===== config.mk =====
export PLATFORM = sky130hd
export DESIGN_NAME = fdmd_back
export DESIGN_NICKNAME = d
export VERILOG_FILES = /design/src/rtl/core/fdmd_pkg.sv /design/src/rtl/core/fdmd_back.sv
export SDC_FILE = /design/constraint.sdc
export NUM_CORES = 1
export LEC_CHECK = 0
export BUFFER_PORTS_ARGS = -buffer_cell sky130_fd_sc_hd__buf_4
export CORE_MARGIN = 1
export CORE_UTILIZATION = 56
export CTS_CLUSTER_SIZE = 10
export DETAILED_ROUTE_END_ITERATION = 10
export HOLD_SLACK_MARGIN = 0.08
export MAX_ROUTING_LAYER = met4
export PLACE_DENSITY = 0.77
export SYNTH_ARGS = -nofsm -noshare
export SYNTH_HDL_FRONTEND = slang
export SYNTH_SLANG_ARGS = --single-unit

===== constraint.sdc =====
create_clock -name clock -period 5.2 [get_ports clock]
set_input_delay 0.26 -clock clock [delete_from_list [all_inputs] [get_ports clock]]
set_output_delay 0.26 -clock clock [all_outputs]
set_load 0.01 [all_outputs]

===== src/rtl/core/fdmd_pkg.sv =====
package fdmd_pkg;

   // Capacity of the previous-frame store and the widths that follow from it.
   localparam int unsigned MAX_PIXELS = 524288;
   localparam int unsigned ADDR_W     = $clog2(MAX_PIXELS);
   localparam int unsigned POS_W      = ADDR_W + 1;

   // Pixel and field widths.
   localparam int unsigned CHAN_W   = 8;
   localparam int unsigned GRAY_W   = 8;
   localparam int unsigned COUNT_W  = 20;
   localparam int unsigned SHARE_W  = 15;
   localparam int unsigned THR_W    = 8;
   localparam int unsigned MTHR_W   = 20;

   // Fixed-point gray conversion: (1868*B + 9617*G + 4899*R + 8192) >> 14.
   localparam int unsigned GSUM_W     = 22;
   localparam int unsigned GRAY_SHIFT = 14;
   localparam logic [GSUM_W-1:0] COEF_B     = GSUM_W'(1868);
   localparam logic [GSUM_W-1:0] COEF_G     = GSUM_W'(9617);
   localparam logic [GSUM_W-1:0] COEF_R     = GSUM_W'(4899);
   localparam logic [GSUM_W-1:0] GRAY_ROUND = GSUM_W'(8192);

   // Changed share in units of 1/256 percent.
   localparam int unsigned SHARE_SCALE_W = 15;
   localparam logic [SHARE_SCALE_W-1:0] SHARE_SCALE = SHARE_SCALE_W'(25600);
   localparam int unsigned PROD_W   = COUNT_W + SHARE_SCALE_W;
   localparam int unsigned ITER_W   = $clog2(PROD_W);
   localparam logic [PROD_W-1:0] SHARE_MAX = PROD_W'(25600);

   // Frame record queue between pixel front end and result back end.
   localparam int unsigned QUEUE_DEPTH = 2;
   localparam int unsigned QPTR_W      = $clog2(QUEUE_DEPTH);
   localparam int unsigned QCNT_W      = $clog2(QUEUE_DEPTH + 1);

   // Control and status register port.
   localparam int unsigned CSR_INDEX_W = 8;
   localparam int unsigned CSR_DATA_W  = 20;
   localparam logic [CSR_INDEX_W-1:0] CSR_PIXEL_THRESHOLD  = CSR_INDEX_W'(0);
   localparam logic [CSR_INDEX_W-1:0] CSR_MOTION_LIMIT     = CSR_INDEX_W'(1);
   localparam logic [THR_W-1:0]  PIXEL_THRESHOLD_RESET  = THR_W'(25);
   localparam logic [MTHR_W-1:0] MOTION_LIMIT_RESET     = MTHR_W'(2500);

   // Summary of one finished frame, passed from front end to back end.
   typedef struct packed {
      logic [COUNT_W-1:0] changed;
      logic [POS_W-1:0]   stored;
      logic               overflow;
   } frame_rec_type;

endpackage


===== src/rtl/core/fdmd_back.sv =====
module fdmd_back import fdmd_pkg::*; (
   input  logic                clock,
   input  logic                reset,
   input  logic                q_empty,
   input  frame_rec_type       q_rec,
   output logic                q_pop,
   input  logic [MTHR_W-1:0]   motion_limit,
   output logic                rsp_empty,
   input  logic                rsp_pop,
   output logic [COUNT_W-1:0]  rsp_changed_count,
   output logic                rsp_motion_detected,
   output logic [SHARE_W-1:0]  rsp_changed_share,
   output logic                rsp_capacity_exceeded
);

   typedef enum logic [1:0] {
      ST_IDLE,
      ST_MUL,
      ST_DIV,
      ST_HOLD
   } state_type;

   state_type          state_ff, state_in;
   logic [COUNT_W-1:0] count_ff, count_in;
   logic               motion_ff, motion_in;
   logic               ovf_ff, ovf_in;
   logic [POS_W-1:0]   stored_ff, stored_in;
   logic [PROD_W-1:0]  dividend_ff, dividend_in;
   logic [POS_W-1:0]   rem_ff, rem_in;
   logic [ITER_W-1:0]  iter_ff, iter_in;
   logic [SHARE_W-1:0] share_ff, share_in;

   logic [POS_W:0]     trial;
   logic               qbit;
   logic [PROD_W-1:0]  quotient;

   // One restoring-division step: shift in the next dividend bit and try the subtract.
   assign trial    = {rem_ff, dividend_ff[PROD_W-1]} - {1'b0, stored_ff};
   assign qbit     = ~trial[POS_W];
   assign quotient = {dividend_ff[PROD_W-2:0], qbit};

   assign q_pop                 = (state_ff == ST_IDLE) & ~q_empty;
   assign rsp_empty             = (state_ff != ST_HOLD);
   assign rsp_changed_count     = count_ff;
   assign rsp_motion_detected   = motion_ff;
   assign rsp_changed_share     = share_ff;
   assign rsp_capacity_exceeded = ovf_ff;

   always_comb begin
      state_in    = state_ff;
      count_in    = count_ff;
      motion_in   = motion_ff;
      ovf_in      = ovf_ff;
      stored_in   = stored_ff;
      dividend_in = dividend_ff;
      rem_in      = rem_ff;
      iter_in     = iter_ff;
      share_in    = share_ff;
      unique case (state_ff)
         ST_IDLE: begin
            if (!q_empty) begin
               count_in  = q_rec.changed;
               stored_in = q_rec.stored;
               ovf_in    = q_rec.overflow;
               motion_in = (q_rec.changed > motion_limit);
               state_in  = ST_MUL;
            end
         end
         ST_MUL: begin
            dividend_in = PROD_W'(count_ff) * PROD_W'(SHARE_SCALE);
            rem_in      = '0;
            iter_in     = ITER_W'(PROD_W - 1);
            state_in    = ST_DIV;
         end
         ST_DIV: begin
            rem_in      = qbit ? trial[POS_W-1:0] : {rem_ff[POS_W-2:0], dividend_ff[PROD_W-1]};
            dividend_in = quotient;
            iter_in     = iter_ff - ITER_W'(1);
            if (iter_ff == '0) begin
               // Share is zero for an empty frame and never above one hundred percent.
               if (stored_ff == '0) begin
                  share_in = '0;
               end else if (quotient > SHARE_MAX) begin
                  share_in = SHARE_MAX[SHARE_W-1:0];
               end else begin
                  share_in = quotient[SHARE_W-1:0];
               end
               state_in = ST_HOLD;
            end
         end
         ST_HOLD: begin
            if (rsp_pop) begin
               state_in = ST_IDLE;
            end
         end
         default: state_in = ST_IDLE;
      endcase
   end

   // State and registered result.
   always_ff @(posedge clock) begin
      if (reset) begin
         state_ff <= ST_IDLE;
      end else begin
         state_ff <= state_in;
      end
      count_ff    <= count_in;
      motion_ff   <= motion_in;
      ovf_ff      <= ovf_in;
      stored_ff   <= stored_in;
      dividend_ff <= dividend_in;
      rem_ff      <= rem_in;
      iter_ff     <= iter_in;
      share_ff    <= share_in;
   end

endmodule


== Word-level counts from Yosys, hierarchy flattened ==
Cells that the tools add are included.

* Register bits: 120
* Output and inout bits: 39
* Logic and storage cells: 42

* Add/subtract/negate cells: 2
* $mul: 1
* Order comparisons: 2
* Equal/unequal tests: 7
* Mux-type cells: 9
* Bitwise gates (word level): 3
* Reductions and logical operators: 8

{| class="wikitable"
|+ Operator list
! kind !! number
|-
| $pmux W35 S2 || 1
|-
| $pmux W20 S2 || 1
|-
| $gt A35 B15 Y1 const B || 1
|-
| $mul A20 B5 Y25 const B || 1
|-
| $sub A21 B20 Y21 || 1
|-
| $gt A20 B20 Y1 || 1
|-
| $logic_not A20 Y1 || 1
|-
| $mux W20 || 1
|-
| $mux W15 || 1
|-
| $pmux W6 S2 || 1
|-
| $ne A2 B2 Y1 const B || 4
|-
| $pmux W2 S4 || 1
|-
| $logic_not A6 Y1 || 1
|-
| $mux W2 || 3
|-
| $sub A6 B1 Y6 const B || 1
|-
| $eq A2 B2 Y1 const B || 2
|-
| $reduce_and A2 Y1 || 2
|-
| $reduce_and A3 Y1 || 1
|-
| $eq A2 B1 Y1 const B || 1
|-
| $logic_not A2 Y1 || 1
|-
| $not A1 Y1 || 2
|-
| $reduce_bool A2 Y1 || 1
|-
| $reduce_or A2 Y1 || 1
|-
| $and A1 B1 Y1 || 1
|}

== Logic depth before layout (Yosys ltp) ==
* Depth in word-level cells: 4
* Mapped depth: 13

== Worst setup path after synthesis ==
No wires, ideal clock.

* Path kind: reg2reg
* Start: reg count_ff[6], in the netlist rsp_changed_count[6]
* End: reg dividend_ff[28], data pin
* Library setup time: 0.263 ns
* Arrival: 3.302 ns
* Slack: 1.635 ns
* Cell stages (with the launch flop): 13
* Buffers on the path: 0
* Path through: edfxtp_1 > ha_1 > ha_1 > inv_1 > fa_1 > inv_1 > ha_1 > or3_1 > o311a_1 > or2_2 > a21oi_1 > xor2_1 > o21ai_1

* Cells in the longest elaborated chain, start to end: 2

{| class="wikitable"
|+ RTL lines
! what !! line !! source
|-
| start: declaration || fdmd_back.sv:24 || <nowiki>logic [COUNT_W-1:0] count_ff, count_in;</nowiki>
|-
| start signal: assignment || fdmd_back.sv:107 || <nowiki>count_ff <= count_in;</nowiki>
|-
| $mul A20 B5 Y25 || fdmd_back.sv:70 || <nowiki>dividend_in = PROD_W'(count_ff) * PROD_W'(SHARE_SCALE);</nowiki>
|-
| $pmux W35 S2 || fdmd_back.sv:59 || <nowiki>unique case (state_ff)</nowiki>
|-
| via dividend_in[28] || fdmd_back.sv:28 || <nowiki>logic [PROD_W-1:0] dividend_ff, dividend_in;</nowiki>
|-
| end signal: assignment || fdmd_back.sv:111 || <nowiki>dividend_ff <= dividend_in;</nowiki>
|-
| end: declaration || fdmd_back.sv:28 ||
|}

The timed path passes the listed nets, and every way through them passes these cells.
A chain may end at the register's enable or synchronous reset.

== Worst setup path after layout ==
* Start: reg count_ff[2], in the netlist rsp_changed_count[2]
* End: reg dividend_ff[28], data pin

Same word-level chain as after synthesis.

==> results.sh <==
export IMPL_status="completed"
export IMPL_viasPerCell=5.56
export IMPL_clkSlewWorstSetupHoldPaths_ns=0.06
export IMPL_cpLargestDelayFamily="adder cells"
export IMPL_worstSetupPathType="flop to flop"
export IMPL_synthesis_yosys_warnings=0
export IMPL_clock_path_buffers=2
export IMPL_coreArea_sq_mm=0.0146
export IMPL_dr_pass1_iters=5
export IMPL_finClkSkew_ns=0.00869
export IMPL_synth_simple_area_share_pct=11.6
export IMPL_slew_headroom_pct=23.3
export IMPL_crit_chain="ha_1 -> ha_1 -> fa_1 -> ha_1 -> a211oi_1 -> nor2_1 -> o311a_1 -> or2_2 -> a21oi_1 -> xor2_1 -> o21ai_1"
export IMPL_max_freq_mhz=264
export IMPL_synthAdderAreaFrac_pct=20.3
export IMPL_clk_latency_ns=0.43
export IMPL_dpl_hpwl_um=12900
export IMPL_place_area_sq_mm=0.00942
export IMPL_die_h_um=125
export IMPL_power_mw=7.26
export IMPL_die_w_um=125
export IMPL_wire_per_inst_um=15.6
export IMPL_diodes=0
export IMPL_yosysSeqAreaShare_pct=42.5
export IMPL_finalHoldViolCount=0
export IMPL_slew_viol_final=0
export IMPL_worstHoldPathType="input pin to flop"
export IMPL_synthFlopType="edfxtp_1"
export IMPL_ant_nets=0
export IMPL_cts_sinks=120
export IMPL_cts_resized=0
export IMPL_numCtsBuffers=17
export IMPL_synth_top_family_by_area="adder cells"
export IMPL_fin_setup_tns_ns=0
export IMPL_avgSynthCellArea_sq_um=10.6
export IMPL_synth_seq_cells=120
export IMPL_initial_core_util_pct=57.8
export IMPL_synth_compound_area_share_pct=13.2
export IMPL_fillers=1022
export IMPL_worst_slew_pin_slew_ns=1.15
export IMPL_cts_tree="yes"
export IMPL_antenna_found_initial=0
export IMPL_syn_nets=987
export IMPL_path_max_fanout=5
export IMPL_vias=6383
export IMPL_rows=44
export IMPL_cap_viol_max_count=0
export IMPL_grt_use_total_pct=24.8
export IMPL_layout_commonest_cell="inv_1"
export IMPL_cts_setup_buffers=0
export IMPL_cpPeakStageDelay_ns=0.48
export IMPL_drc=0
export IMPL_rsz0062_at_grt="no"
export IMPL_cts_hold_buf=42
export IMPL_first_iter_violations=414
export IMPL_synthToLayoutAreaGrowth_pct=23.8
export IMPL_grt_max_degree=61
export IMPL_final_area_sq_mm=0.0104
export IMPL_worstSetupStartpointType="flop"
export IMPL_final_cell_mix="inv_1 (124), edfxtp_1 (118), ha_1 (109), buf_4 (108), nor2_1 (53)"
export IMPL_min_period_ns=3.79
export IMPL_grt_ovfl_total=0
export IMPL_ir_drop_mv=0.388
export IMPL_synth_edf_count=118
export IMPL_setup_viol=0
export IMPL_period_share_pct=72.8
export IMPL_synth_xor_xnor_area_share_pct=3.53
export IMPL_cp_common_cell="ha_1"
export IMPL_pin_count=104
export IMPL_synth_distinct_cells=61
export IMPL_hold_worst_slack_ns=0.356
export IMPL_cp_end_kind="flop"
export IMPL_async_flop_share_pct=0
export IMPL_dp_cells=1076
export IMPL_arrival_ns=3.94
export IMPL_design_die_area_sq_mm=0.0155
export IMPL_wl_um=17900
export IMPL_muxShareOfSynthArea_pct=2.58
export IMPL_p_per_area_mw_per_mm2=696
export IMPL_gp_congestion=0.913
export IMPL_cts_htree_levels=4
export IMPL_final_nets=1145
export IMPL_synthCells=795
export IMPL_leakagePower_nw=4.74
export IMPL_cts_root_buf="clkbuf_16"
export IMPL_port_buffers=103
export IMPL_cp_num_buf_inv=0
export IMPL_drive_gt1_share_pct=15.9
export IMPL_netlist_area_sq_mm=0.00843
export IMPL_required_ns=5.35
export IMPL_crit_slowest_cell="fa_1"
export IMPL_fin_cells=1149
export IMPL_grt_pass1_wl_um=29800
export IMPL_grt_pass1_vias=6385
==> routing by layer <==
metal  global-route usage [%]  up-vias  wire length [um]
met5                        -        -                 0
met4                     10.7        0               510
met3                     4.94       39               729
met2                     41.1      161              8930
met1                     29.3     3006              7710
li1                         -     3177                 -
==> path summary, 6_finish.rpt <==
path	startpoint	end	slack (ns)	cells after the start
worst max register to register	rsp_changed_count[2]	dividend_ff[28]	1.41	11
worst min register to register	state_ff[0]	state_ff[0]	0.47	2
worst max-delay path	rsp_changed_count[2]	dividend_ff[28]	1.41	11
worst min-delay path	q_empty	state_ff[1]	0.36	4
==> registers in the layout, indices dropped and copies added (netlist names) <==
| register | flops |
|---|---|
| rsp_motion_detected | 1 |
| rsp_changed_share | 15 |
| state_ff | 2 |
| iter_ff | 6 |
| rsp_changed_count | 20 |
| stored_ff | 20 |
| dividend_ff | 35 |
| rem_ff | 20 |
| rsp_capacity_exceeded | 1 |
==> worst reg2reg max path: cells and delay by family, from the launching register on <==
kind	cells	cell delay (ns)
adders and majority gates	4	1.51
and+or+nand+nor	2	0.47
DFF	1	0.44
xor gates and xnor gates	1	0.17
AOI/OAI and AO/OA	4	0.92
==> cell families (layout without fill, tap and decap cells) <==
kind of cell / Yosys count / after routing
simple gates: 193 / 193
flops: 120 / 120
xor+xnor: 34 / 34
compound gates: 164 / 164
buf+inv: 136 / 306
mux: 21 / 21
fa+ha+maj: 127 / 127
==> report_power, final <==
part / switching [mW] / internal [mW]
sequential: 0.242 / 1.69
combinational: 2.38 / 1.76
clock: 0.414 / 0.785
total: 3.04 / 4.23
==> metrics by stage <==
step	worst slack, ns	util [%]
6_report	1.41	71.5
5_1_grt	1.27	71.5
4_1_cts	1.41	71.5
3_5_place_dp	1.49	64.6
3_3_place_gp	1.57	64.6
2_1_floorplan	1.63	-
==> cell usage after synthesis (4+ instances only) <==
library cell  count  area [sq um]
a21o_1           15           113
nand3_1           9          45.0
inv_1           124           465
a21oi_1          36           180
fa_1             16           320
nand4_1           6          37.5
and2_1           19           119
clkbuf_1          9          33.8
a211oi_1         12          90.1
nand2_1          41           154
nor2b_1          10          62.6
nor2_1           53           199
o21bai_1          9          67.6
mux2_2            6          67.6
nor3_1           15          75.1
xnor2_1          21           184
mux2i_1          15           150
nand2b_1          6          37.5
o31ai_1           5          37.5
edfxtp_1        118          3540
o211ai_1          5          37.5
o21ai_1           4          20.0
o21ai_0          41           205
and3_1            7          43.8
nor4_1           15          93.8
ha_1            111          1390
o21a_1            7          52.6
xor2_1           13           114
==> final cells by class <==
| type | count | area, sq um | share of cell area, % |
|---|---|---|---|
| multi-input cells | 539 | 4330 | 41.5 |
| flip-flops and latches | 120 | 3580 | 34.4 |
| repair buffers | 150 | 1230 | 11.8 |
| inverters | 125 | 469 | 4.50 |
| clock buffers | 18 | 429 | 4.11 |
| well taps | 184 | 230 | 2.21 |
| clock inverters | 13 | 160 | 1.54 |
No activity file was read; power rests on OpenSTA's default activity.
