--- config.mk ---
export PLATFORM = sky130hd
export DESIGN_NAME = fdmd_queue
export DESIGN_NICKNAME = d
export VERILOG_FILES = /design/src/rtl/core/fdmd_pkg.sv /design/src/rtl/core/fdmd_queue.sv
export SDC_FILE = /design/constraint.sdc
export NUM_CORES = 1
export LEC_CHECK = 0
export BUFFER_PORTS_ARGS = -buffer_cell sky130_fd_sc_hd__buf_2
export CAP_MARGIN = 10
export CORE_ASPECT_RATIO = 0.9
export CORE_UTILIZATION = 45
export CTS_CLUSTER_SIZE = 24
export DETAILED_ROUTE_END_ITERATION = 8
export PLACE_DENSITY = 0.68
export REMOVE_ABC_BUFFERS = 1
export SETUP_SLACK_MARGIN = 0.3
export SYNTH_ARGS = -nofsm -noshare
export SYNTH_HDL_FRONTEND = slang
export SYNTH_SLANG_ARGS = --single-unit
--- constraint.sdc ---
create_clock -name clock -period 6.9 [get_ports clock]
set_clock_uncertainty 0.15 [all_clocks]
set_input_delay 0.345 -clock clock [delete_from_list [all_inputs] [get_ports clock]]
set_output_delay 0.345 -clock clock [all_outputs]
set_load 0.1 [all_outputs]
--- src/rtl/core/fdmd_pkg.sv ---
package fdmd_pkg;

   // Capacity of the previous-frame store and the widths that follow from it.
   localparam int unsigned MAX_PIXELS = 524288;
   localparam int unsigned ADDR_W     = $clog2(MAX_PIXELS);
   localparam int unsigned POS_W      = ADDR_W + 1;

   // Pixel and field widths.
   localparam int unsigned CHAN_W   = 8;
   localparam int unsigned GRAY_W   = 8;
   localparam int unsigned COUNT_W  = 20;
   localparam int unsigned SHARE_W  = 15;
   localparam int unsigned THR_W    = 8;
   localparam int unsigned MTHR_W   = 20;

   // Fixed-point gray conversion: (1868*B + 9617*G + 4899*R + 8192) >> 14.
   localparam int unsigned GSUM_W     = 22;
   localparam int unsigned GRAY_SHIFT = 14;
   localparam logic [GSUM_W-1:0] COEF_B     = GSUM_W'(1868);
   localparam logic [GSUM_W-1:0] COEF_G     = GSUM_W'(9617);
   localparam logic [GSUM_W-1:0] COEF_R     = GSUM_W'(4899);
   localparam logic [GSUM_W-1:0] GRAY_ROUND = GSUM_W'(8192);

   // Changed share in units of 1/256 percent.
   localparam int unsigned SHARE_SCALE_W = 15;
   localparam logic [SHARE_SCALE_W-1:0] SHARE_SCALE = SHARE_SCALE_W'(25600);
   localparam int unsigned PROD_W   = COUNT_W + SHARE_SCALE_W;
   localparam int unsigned ITER_W   = $clog2(PROD_W);
   localparam logic [PROD_W-1:0] SHARE_MAX = PROD_W'(25600);

   // Frame record queue between pixel front end and result back end.
   localparam int unsigned QUEUE_DEPTH = 2;
   localparam int unsigned QPTR_W      = $clog2(QUEUE_DEPTH);
   localparam int unsigned QCNT_W      = $clog2(QUEUE_DEPTH + 1);

   // Control and status register port.
   localparam int unsigned CSR_INDEX_W = 8;
   localparam int unsigned CSR_DATA_W  = 20;
   localparam logic [CSR_INDEX_W-1:0] CSR_PIXEL_THRESHOLD  = CSR_INDEX_W'(0);
   localparam logic [CSR_INDEX_W-1:0] CSR_MOTION_LIMIT     = CSR_INDEX_W'(1);
   localparam logic [THR_W-1:0]  PIXEL_THRESHOLD_RESET  = THR_W'(25);
   localparam logic [MTHR_W-1:0] MOTION_LIMIT_RESET     = MTHR_W'(2500);

   // Summary of one finished frame, passed from front end to back end.
   typedef struct packed {
      logic [COUNT_W-1:0] changed;
      logic [POS_W-1:0]   stored;
      logic               overflow;
   } frame_rec_type;

endpackage

--- src/rtl/core/fdmd_queue.sv ---
module fdmd_queue import fdmd_pkg::*; (
   input  logic              clock,
   input  logic              reset,
   input  logic              push,
   input  frame_rec_type     push_rec,
   input  logic              pop,
   output frame_rec_type     pop_rec,
   output logic              empty,
   output logic [QCNT_W-1:0] count
);

   frame_rec_type     entry_ff [QUEUE_DEPTH];
   logic [QPTR_W-1:0] wr_ptr_ff, rd_ptr_ff;
   logic [QCNT_W-1:0] count_ff;
   logic              do_pop;

   assign empty   = (count_ff == '0);
   assign count   = count_ff;
   assign pop_rec = entry_ff[rd_ptr_ff];
   assign do_pop  = pop & ~empty;

   // Pointers and fill count; the front end never pushes into a full queue.
   always_ff @(posedge clock) begin
      if (reset) begin
         wr_ptr_ff <= '0;
         rd_ptr_ff <= '0;
         count_ff  <= '0;
      end else begin
         if (push) begin
            wr_ptr_ff <= (wr_ptr_ff == QPTR_W'(QUEUE_DEPTH - 1)) ? '0 : wr_ptr_ff + QPTR_W'(1);
         end
         if (do_pop) begin
            rd_ptr_ff <= (rd_ptr_ff == QPTR_W'(QUEUE_DEPTH - 1)) ? '0 : rd_ptr_ff + QPTR_W'(1);
         end
         count_ff <= count_ff + QCNT_W'(push) - QCNT_W'(do_pop);
      end
   end

   always_ff @(posedge clock) begin
      if (push) begin
         entry_ff[wr_ptr_ff] <= push_rec;
      end
   end

endmodule

Word level (Yosys, flattened, before mapping)
Memory sizes are Yosys's and may differ from the RTL's. A register that Yosys moved wholly into a read port is not among the register bits.
Cells that the tools add are included.
{ "totals": {"reg_bits": 4, "ramBits": 82, "n_memories": 1, "wordCells": 17, "output_inout_bits": 44} }
{ "classes": {"n_bitwise": 2, "addsub": 4, "muxes": 6, "reduce_logical": 1} }
{ "memory_table": {"columns": ["memory", "words", "word_bits", "rd", "rd_ports_with_merged_regs", "write_ports", "line_no", "text"], "rows": [
  ["entry_ff", 2, 41, 1, 1, 1, "fdmd_queue.sv:12", "frame_rec_type entry_ff [QUEUE_DEPTH];"]
]} }
{ "ops": {"columns": ["cell", "count"], "rows": [
  ["$mux 1", 6],
  ["$add 1x1->1 const B", 2],
  ["$add 2x1->2", 1],
  ["$logic_not 2->1", 1],
  ["$sub 2x1->2", 1],
  ["$and 1x1->1", 1],
  ["$not 1->1", 1]
]} }

Longest topological paths before layout
Gate-level depths: netlist of run 1.
{ "logic_depth": {"depth_word": 5, "mapped_depth": 6, "depth_no_buf": 6} }

Worst setup path before layout of run 1
Ideal clock, no wire load.
{ "synth_timing": {"path_type": "input-to-reg", "startpoint": "in push", "endpoint": "mem entry_ff[0][0] in the netlist's numbering (enable)", "cell_stages": 1, "setup_time_ns": 0.444, "arrival_ns": 2.177, "path_buffers": 0, "path_slack_ns": 4.129, "cell_sequence": "nor2b_1"} }
{ "synth_between": {"elab_chain_len": 2} }
{ "synth_lines": {"columns": ["item", "line_no", "text"], "rows": [
  ["start: declaration", "fdmd_queue.sv:4", "input logic push,"],
  ["$mux 1", "fdmd_queue.sv:40", "if (push) begin"],
  ["$mux 1 (implied by the code)", "fdmd_queue.sv:41", "entry_ff[wr_ptr_ff] <= push_rec;"],
  ["end: declaration", "fdmd_queue.sv:12", null]
]} }
No other way between the ends.

==> results of run 1 <==
==> critical path, cell delays in order (launching register included) <==
cell,delay [ns]
dfxtp_2,0.73
buf_4,0.51
mux2_2,0.38
buf_2,0.29
==> registers in the layout (all words and copies together), names as in the netlist, named ones only <==
name and cells:
count 2, wr_ptr_ff 1, entry_ff 82, rd_ptr_ff 1
==> metrics by stage <==
stage	area (µm²)	hold WS (ns)	utilization, %
global placement	3890	0.382	54.1
floorplan	3310	0.267	-
CTS	4070	0.0207	56.6
global route	4070	0.0220	56.6
finish	4070	0.0382	56.6
detailed placement	3890	0.386	54.1
==> cell type report <==
cell class	count	area, µm²
Clock buffer	10	128
Clock inverter	5	50.0
Fill cell	592	3120
Inverter	2	7.51
Multi-Input combinational cell	56	747
Sequential cell	87	2560
Tap cell	93	116
Timing Repair Buffer	90	455
==> power breakdown <==
part	total [mW]	switching (mW)	internal, mW
Sequential	0.655	0.0333	0.621
Combinational	0.720	0.550	0.170
Clock	0.318	0.156	0.162
Total	1.69	0.740	0.954
==> cells in the final DEF (no fill, tap or decap) <==
cell,instances
inv_1,2
mux2_4,40
clkbuf_1,1
xnor2_1,1
dfxtp_1,4
edfxtp_1,82
clkinv_1,2
xnor3_1,1
nor2b_4,1
buf_4,2
buf_2,88
nor2b_1,2
clkinv_2,1
ha_1,2
nor2_1,4
bufinv_16,1
dfxtp_2,1
and2_2,1
clkbuf_8,9
clkinvlp_4,1
o21a_1,1
mux2_2,3
==> routing by layer <==
metal	routed length (µm)	part of all wire, %	vias up
met5	0	0	-
met1	2250	43	755
met4	29	0.56	0
li1	-	-	768
met3	466	9.0	5
met2	2450	47	76
==> worst max path at each step <==
stage              start  slack [ns]          end
2_1_floorplan  flip-flop        3.97  pop_rec[30]
6_report       flip-flop        4.14  pop_rec[30]
3_5_place_dp   flip-flop        4.46  pop_rec[30]
5_1_grt        flip-flop        4.03  pop_rec[30]
4_1_cts        flip-flop        4.08  pop_rec[30]
3_3_place_gp   flip-flop        4.47  pop_rec[30]
==> cell families after synthesis <==
group	share of synthesized area (%)
flip-flops	75.4
multiplexers	18.7
AND/OR/NAND/NOR	1.18
buffers and inverters	2.91
XOR/XNOR	0.920
adder cells (fa/ha/maj)	0.736
AO/OA/AOI/OAI	0.221
==> results.json, run 1 <==
{
  "rsz0062_at_grt": "no",
  "hold_viol_final": 0,
  "min_from": "push_rec[14]",
  "synth_area_um2": 3400,
  "ys_ff_latch": 87,
  "grt-busiest-layer": "met2",
  "syn_area_per_cell_um2": 22.7,
  "num_vias": 1604,
  "ys_async_sr_fraction_pct": 0,
  "fin_tns_setup_ns": 0,
  "area_growth_pct": 19.7,
  "arrival_ns": 2.26,
  "grt_util_met1_pct": 17.8,
  "pre_cts_slack_ns": 4.46,
  "yosysWarningCount": 0,
  "synth_ff_type": "edfxtp_1",
  "die_y_um": 84.5,
  "die_width_um": 93.6,
  "numCtsBuffers": 9,
  "setup_viol": 0,
  "setup_ws_ns": 4.14,
  "status": "finished, final reports clean",
  "layout-drive-gt1-share_pct": 59.2,
  "start_kind": "flip-flop",
  "cp-end-kind": "output port",
  "critPathMaxFanout": 23,
  "drv_cap": 0,
  "core_area_um2": 7180,
  "routed_wl_um": 5200,
  "drt_iter0_drc": 74,
  "n_antenna_cell": 0,
  "ys_types": 14,
  "reg2reg_to": "entry_ff[1][6]",
  "floorplan.initialDensity_pct": 47.3,
  "num_rows": 29,
  "hold_path_depth": 1,
  "rr_startpoint": "wr_ptr_ff",
  "gp_congestion": 0.651,
  "cts_tree": "yes",
  "yosys-top-cells-count": "82 x edfxtp_1, 40 x mux2_4, 5 x dfxtp_1",
  "clk_latency_ns": 0.33,
  "grt_pass1_vias": 1710,
  "worst_ep_required_time_ns": 6.40,
  "fin_cells": 343,
  "hold_class": "in2reg",
  "grt_pass1_wl_um": 8180,
  "portBuffers": 88,
  "hold_buffers": 0,
  "synthTopCellsByArea": "edfxtp_1 72%, mux2_4 18%, dfxtp_1 2.9%",
  "num-nets-final": 293,
  "maxSlewHeadroom_pct": 32.2,
  "viasPerCell": 4.68,
  "track_usage_pct": 14.2,
  "synth.most_common_cell": "edfxtp_1",
  "p_total_mw": 1.69,
  "synth_edf_count": 82,
  "ys_seq_area_share_pct": 75.4,
  "powerDensity_nw_per_um2": 416,
  "cts_sinks": 87,
  "clk_pin_slew_ns": 0.08,
  "antenna_found_initial": 0,
  "grt_util_met2_pct": 23.0,
  "post_cts_buffers": 0,
  "max_freq_mhz": 363,
  "tightest_slew_ns": 1.02,
  "postSynthCellCount": 150,
  "synth_area_leader_cell": "edfxtp_1",
  "ir_worst_vdd_mv": 0.351,
  "cts_buffer_depth": 2,
  "wl_per_cell_um": 15.2,
  "place_inst": 328,
  "grt_max_degree": 42,
  "hold_path_end": "entry_ff[1][14]",
  "drc_errors": 0,
  "drtPass1Iterations": 4,
  "finalMaxSlewViolations": 0,
  "fin_crit_ns": 2.76,
  "ios": 89,
  "antenna_left": 0,
  "htree_levels": 3,
  "cts_resized": 0,
  "critical_path_class": "reg2out",
  "overflow": 0,
  "ff2ff_path_depth": 1,
  "die_area_um2": 7910,
  "leakagePower_nw": 1.62,
  "synth_top_area_share_pct": 72.4,
  "grt.met3_usage_pct": 6.43,
  "r2r_slack_ns": 5.09,
  "min_period_over_period_pct": 39.9,
  "cts_root_buffer": "clkbuf_8"
}
(Power assumes the default switching activity.)
==> inputs of run 2 (changes only) <==
- ABC_AREA: not set -> 1
- clock period: 6.9 -> 2.9 ns (I/O delays scaled with it)
==> run 2 against run 1 <==
Net effect:
- critical path depth stayed put
- sequential share of layout area is 6.7 points lower
- non-clock buffer count is 46 higher
- largest power group unchanged
- die area is 0.15% higher
- total power is 140% higher
- sequential power is 130% higher
- combinational power is 140% higher
- design area is 12% higher
- critical path type unchanged
- first-iteration DRC count is 5.4% higher
==> results.json, run 2 <==
{
  "arrival_ns": 1.98,
  "floorplan.initialDensity_pct": 47.4,
  "pwr-share-seq_pct": 38.2,
  "die_y_um": 84.5,
  "synth.most_common_cell": "edfxtp_1",
  "min_from": "rd_ptr_ff",
  "drv_cap": 0,
  "portBuffers": 88,
  "synth_ff_type": "edfxtp_1",
  "final_cell_mix": "88 x buf_2, 82 x edfxtp_1, 44 x dlygate4sd3_1, 40 x mux2_4",
  "switchingPower_mw": 1.73,
  "finalMaxSlewViolations": 0,
  "utilization_pct": 63.4,
  "regArea_um2": 2560,
  "hold_class": "reg2reg",
  "crit_slowest_cell": "dfxtp_2",
  "die_area_um2": 7920,
  "track_usage_pct": 15.1,
  "num_rows": 29,
  "hold_buffers": 44,
  "ir_worst_vdd_mv": 0.958,
  "powerDensity_nw_per_um2": 879,
  "syn_area_per_cell_um2": 20.8,
  "worst_ep_required_time_ns": 2.61,
  "start_kind": "flip-flop",
  "cts_root_buffer": "clkbuf_8",
  "combPwrFrac_pct": 42.8,
  "rr_startpoint": "wr_ptr_ff",
  "postSynthCellCount": 164,
  "synth_area_leader_cell": "edfxtp_1",
  "cts_buffer_depth": 2,
  "hold_path_depth": 2,
  "status": "finished, final reports clean",
  "gp_congestion": 0.672,
  "synth_area_um2": 3400,
  "ys_async_sr_fraction_pct": 0,
  "yosys-top-cells-count": "82 x edfxtp_1, 40 x mux2_4, 10 x inv_1",
  "clk_latency_ns": 0.34,
  "setup_ws_ns": 0.629,
  "synth_top_area_share_pct": 72.3,
  "post_cts_buffers": 0,
  "multiInputGateArea_um2": 721,
  "routed_wl_um": 5550,
  "ios": 89,
  "wl_per_cell_um": 13.8,
  "layout_commonest_cell": "buf_2",
  "ff2ff_path_depth": 3,
  "cts_resized": 0,
  "area_growth_pct": 33.7,
  "synth_edf_count": 82,
  "critPathTopFamily": "flip-flops",
  "viasPerCell": 4.52,
  "setup_viol": 0,
  "intPower_mw": 2.27,
  "switching_share_pct": 43.2,
  "drt_iter0_drc": 78,
  "yosysWarningCount": 0,
  "cts_sinks": 87,
  "leakagePower_nw": 1.86,
  "antenna_found_initial": 0,
  "cts_tree": "yes",
  "nFillCells": 559,
  "fin_crit_ns": 2.27,
  "reg2reg_to": "entry_ff[1][23]",
  "rsz0062_at_grt": "no",
  "p_clk_share_pct": 18.9,
  "path_buf_inv": 2,
  "antenna_left": 0,
  "synthTopCellsByArea": "edfxtp_1 72%, mux2_4 18%, dfxtp_1 2.9%",
  "layout-drive-gt1-share_pct": 48.4,
  "maxSlewHeadroom_pct": 60.9,
  "fin_hold_ws_ns": 0.371,
  "num-nets-final": 353,
  "critical_path_class": "reg2out",
  "ys_seq_area_share_pct": 75.3,
  "n_antenna_cell": 0,
  "drc_errors": 0,
  "grt_pass1_wl_um": 8690,
  "grt_pass1_vias": 1831,
  "tightest_slew_ns": 0.585,
  "numCtsBuffers": 9,
  "critPathMaxStageDelay_ns": 0.70,
  "min_period_over_period_pct": 78.3,
  "largest_register_ff_count": 82,
  "crit_chain": "buf_12, mux2_4, buf_2",
  "core_area_um2": 7180,
  "max_freq_mhz": 440,
  "cp-end-kind": "output port",
  "die_width_um": 93.7,
  "ys_types": 13,
  "ys_ff_latch": 87,
  "pre_cts_slack_ns": 0.964,
  "overflow": 0,
  "top_register": "entry_ff",
  "r2r_slack_ns": 1.22,
  "htree_levels": 3,
  "num_vias": 1822,
  "hold_viol_final": 0,
  "drtPass1Iterations": 4,
  "critPathMaxFanout": 26,
  "grt_max_degree": 27,
  "clk_pin_slew_ns": 0.07
}
## run 2: how the worst max path moves through the flow
stage               startpoint          end  cells past startpoint
finish               flip-flop   pop_rec[9]                      3
global route         flip-flop   pop_rec[0]                      3
CTS                  flip-flop   pop_rec[9]                      3
floorplan             count[1]     count[1]                      9
global placement     flip-flop  pop_rec[18]                      3
detailed placement   flip-flop   pop_rec[9]                      3
## run 2: logic make-up (layout without fill, tap and decap cells)
family / count (synthesis) / after routing / synth area share (%)
mux: 41 / 41 / 18.0
buf+inv: 15 / 161 / 3.79
compound gates: 1 / 1 / 0.147
flops: 87 / 87 / 75.3
simple gates: 18 / 18 / 2.09
fa+ha+maj: 2 / 2 / 0.735
## run 2: area by class of cell
class	count	area share, %
Timing Repair Buffer	136	20.6
Clock inverter	5	1.10
Clock buffer	10	2.80
Sequential cell	87	56.3
Inverter	10	0.825
Tap cell	93	2.56
Multi-Input combinational cell	62	15.8
## run 2: power by group through the flow
stage / combinational [mW] / sequential (mW) / clock [mW]
2_1_floorplan: 1.35 / 1.67 / 0
3_3_place_gp: 1.67 / 1.56 / 0
3_5_place_dp: 1.67 / 1.56 / 0
4_1_cts: 1.72 / 1.53 / 0.779
5_1_grt: 1.77 / 1.54 / 0.828
6_report: 1.71 / 1.53 / 0.758
## run 2: tightest hold or removal path, delay by kind of cell, from the launching register on
kind	cells	cell delay, ns
simple gates	2	0.15
flops	1	0.34
## run 2: through the flow
| stage | total power [mW] | instances | instance area (µm²) | TNS, ns |
|---|---|---|---|---|
| floorplan | 3.02 | 159 | 3310 | -0.704 |
| global placement | 3.22 | 344 | 3930 | 0 |
| detailed placement | 3.24 | 344 | 3930 | 0 |
| CTS | 4.03 | 403 | 4550 | 0 |
| global route | 4.14 | 403 | 4550 | 0 |
| finish | 4.00 | 403 | 4550 | 0 |
## run 2: routing by layer
metal | vias up | wire length [µm] | track usage (%)
met4 | 0 | 14 | 4.20
met1 | 851 | 2560 | 19.2
met5 | - | 0 | 0
met3 | 4 | 328 | 5.71
met2 | 73 | 2650 | 24.2
li1 | 894 | - | -
==> inputs of run 3 (changes only) <==
- clock period: 2.9 -> 2.34 ns (I/O delays scaled with it)
==> run 3 against run 2 <==
Net effect:
- global-route usage increased by 0.36 points
- combinational power is 30% higher
- sequential power up 22%
- die area did not move
- highest routed layer unchanged
==> results.json, run 3 (synthesis results as in run 2) <==
{
  "final_cell_mix": "87 x buf_2, 82 x edfxtp_1, 43 x dlygate4sd3_1, 40 x mux2_4, 9 x clkbuf_8",
  "p_clk_share_pct": 19.0,
  "critPathMaxFanout": 17,
  "top_register": "entry_ff",
  "drtPass1Iterations": 4,
  "powerDensity_nw_per_um2": 1100,
  "cts_tree": "yes",
  "reg2reg_to": "count[1]",
  "rsz0062_at_grt": "no",
  "cts_root_buffer": "clkbuf_8",
  "min_period_over_period_pct": 80.8,
  "floorplan.initialDensity_pct": 47.4,
  "num_vias": 1887,
  "antenna_found_initial": 0,
  "ff2ff_path_depth": 9,
  "grt_max_degree": 26,
  "pwr-share-seq_pct": 37.0,
  "die_y_um": 84.5,
  "start_kind": "flip-flop",
  "fin_crit_ns": 1.89,
  "rr_startpoint": "count[0]",
  "grt_pass1_vias": 1953,
  "fin_cells": 409,
  "crit_end": "pop_rec[39]",
  "fin_tns_setup_ns": 0,
  "pre_cts_slack_ns": 0.684,
  "antenna_left": 0,
  "intPower_mw": 2.86,
  "cts_sinks": 87,
  "layout-drive-gt1-share_pct": 50.3,
  "drv_cap": 0,
  "critPathMaxStageDelay_ns": 0.42,
  "clk_latency_ns": 0.33,
  "arrival_ns": 1.62,
  "routed_wl_um": 5680,
  "hold_viol_final": 0,
  "place_inst": 346,
  "numCtsBuffers": 9,
  "ios": 89,
  "switchingPower_mw": 2.18,
  "switching_share_pct": 43.3,
  "maxSlewHeadroom_pct": 66.9,
  "leakagePower_nw": 1.89,
  "combPwrFrac_pct": 44.0,
  "setup_ws_ns": 0.449,
  "hold_class": "in2reg",
  "track_usage_pct": 15.4,
  "cts_buffer_depth": 2,
  "htree_levels": 3,
  "setup_viol": 0,
  "core_area_um2": 7180,
  "crit_slowest_cell": "buf_2",
  "status": "finished, final reports clean",
  "finalMaxSlewViolations": 0,
  "max_freq_mhz": 529,
  "drt_iter0_drc": 52,
  "dp_hpwl_um": 3470,
  "largest_register_ff_count": 82,
  "portBuffers": 88,
  "die_width_um": 93.7,
  "ir_worst_vdd_mv": 0.813,
  "critical_path_class": "reg2out",
  "viasPerCell": 4.61,
  "overflow": 0,
  "cp-end-kind": "output port",
  "gp_congestion": 0.605,
  "area_growth_pct": 35.0,
  "drc_errors": 0,
  "tightest_slew_ns": 0.500,
  "r2r_slack_ns": 0.72,
  "num-nets-final": 358,
  "crit_chain": "buf_4, mux2_4, buf_2",
  "layout_commonest_cell": "buf_2",
  "clk_pin_slew_ns": 0.07,
  "num_rows": 29,
  "grt_pass1_wl_um": 8940,
  "worst_ep_required_time_ns": 2.07,
  "wl_per_cell_um": 13.9,
  "die_area_um2": 7920,
  "n_antenna_cell": 0
}
-- run 3: changes by cell type in the layout (fill, tap and decap cells not counted), sizes merged --
cell          previous run  this run
dlymetal6s4s             0         1
clkbuf                  10        12
dlygate4sd3             44        43
buf                     92        96
-- run 3: layout make-up --
type / instances / area [µm²]
fill: 536 / 2590
sequential: 87 / 2570
timing repair buffer: 141 / 957
multi-input combinational: 62 / 736
clock buffer: 11 / 131
tap: 93 / 116
clock inverter: 5 / 48.8
inverter: 10 / 37.5
-- run 3: worst min path at each step --
stage                       from              end  slack (ns)  cells past startpoint
floorplan                  reset         count[0]        0.04                      1
global placement    push_rec[32]  entry_ff[0][32]        0.15                      1
detailed placement   push_rec[5]   entry_ff[0][5]        0.16                      1
CTS                  push_rec[5]   entry_ff[0][5]        0.33                      2
global route                 pop        flip-flop        0.31                      6
finish                       pop        flip-flop        0.24                      6
-- run 3: critical path, delay by kind of cell (launching register included) --
family | cells | cell delay, ns
buffers and inverters | 2 | 0.73
DFF | 1 | 0.33
muxes | 1 | 0.22
-- run 3: power groups by stage --
stage	registers, mW	logic (mW)	clock network [mW]
final	1.86	2.22	0.959
after global placement	1.88	2.10	0
after detailed placement	1.89	2.11	0
after global routing	1.88	2.30	1.05
after CTS	1.85	2.18	0.992
after floorplan	2.07	1.67	0
-- run 3: timing repair --
item | 4_1_cts | 5_1_grt
endpoints found under the setup margin | 0 | 7
hold buffers | 45 | 0
buffers inserted | 0 | 3
hold endpoints to repair | 87 | 0
gates resized for setup | 0 | 11
-- run 3: metrics by stage --
stage | cell area (µm²) | power (mW) | util, % | hold slack (ns)
6_report | 4600 | 5.04 | 64.0 | 0.244
5_1_grt | 4600 | 5.22 | 64.0 | 0.306
4_1_cts | 4550 | 5.02 | 63.4 | 0.325
3_5_place_dp | 3920 | 4.00 | 54.6 | 0.158
3_3_place_gp | 3920 | 3.98 | 54.6 | 0.155
2_1_floorplan | 3310 | 3.74 | - | 0.0382
-- run 3: metal layers --
layer	wire (µm)	vias to the layer above	GRT usage [%]	share of wire, %
li1	-	906	-	-
met1	2420	915	18.4	43
met2	2890	59	26.7	51
met3	304	7	3.44	5.4
met4	61	0	6.71	1.1
met5	0	-	0	0
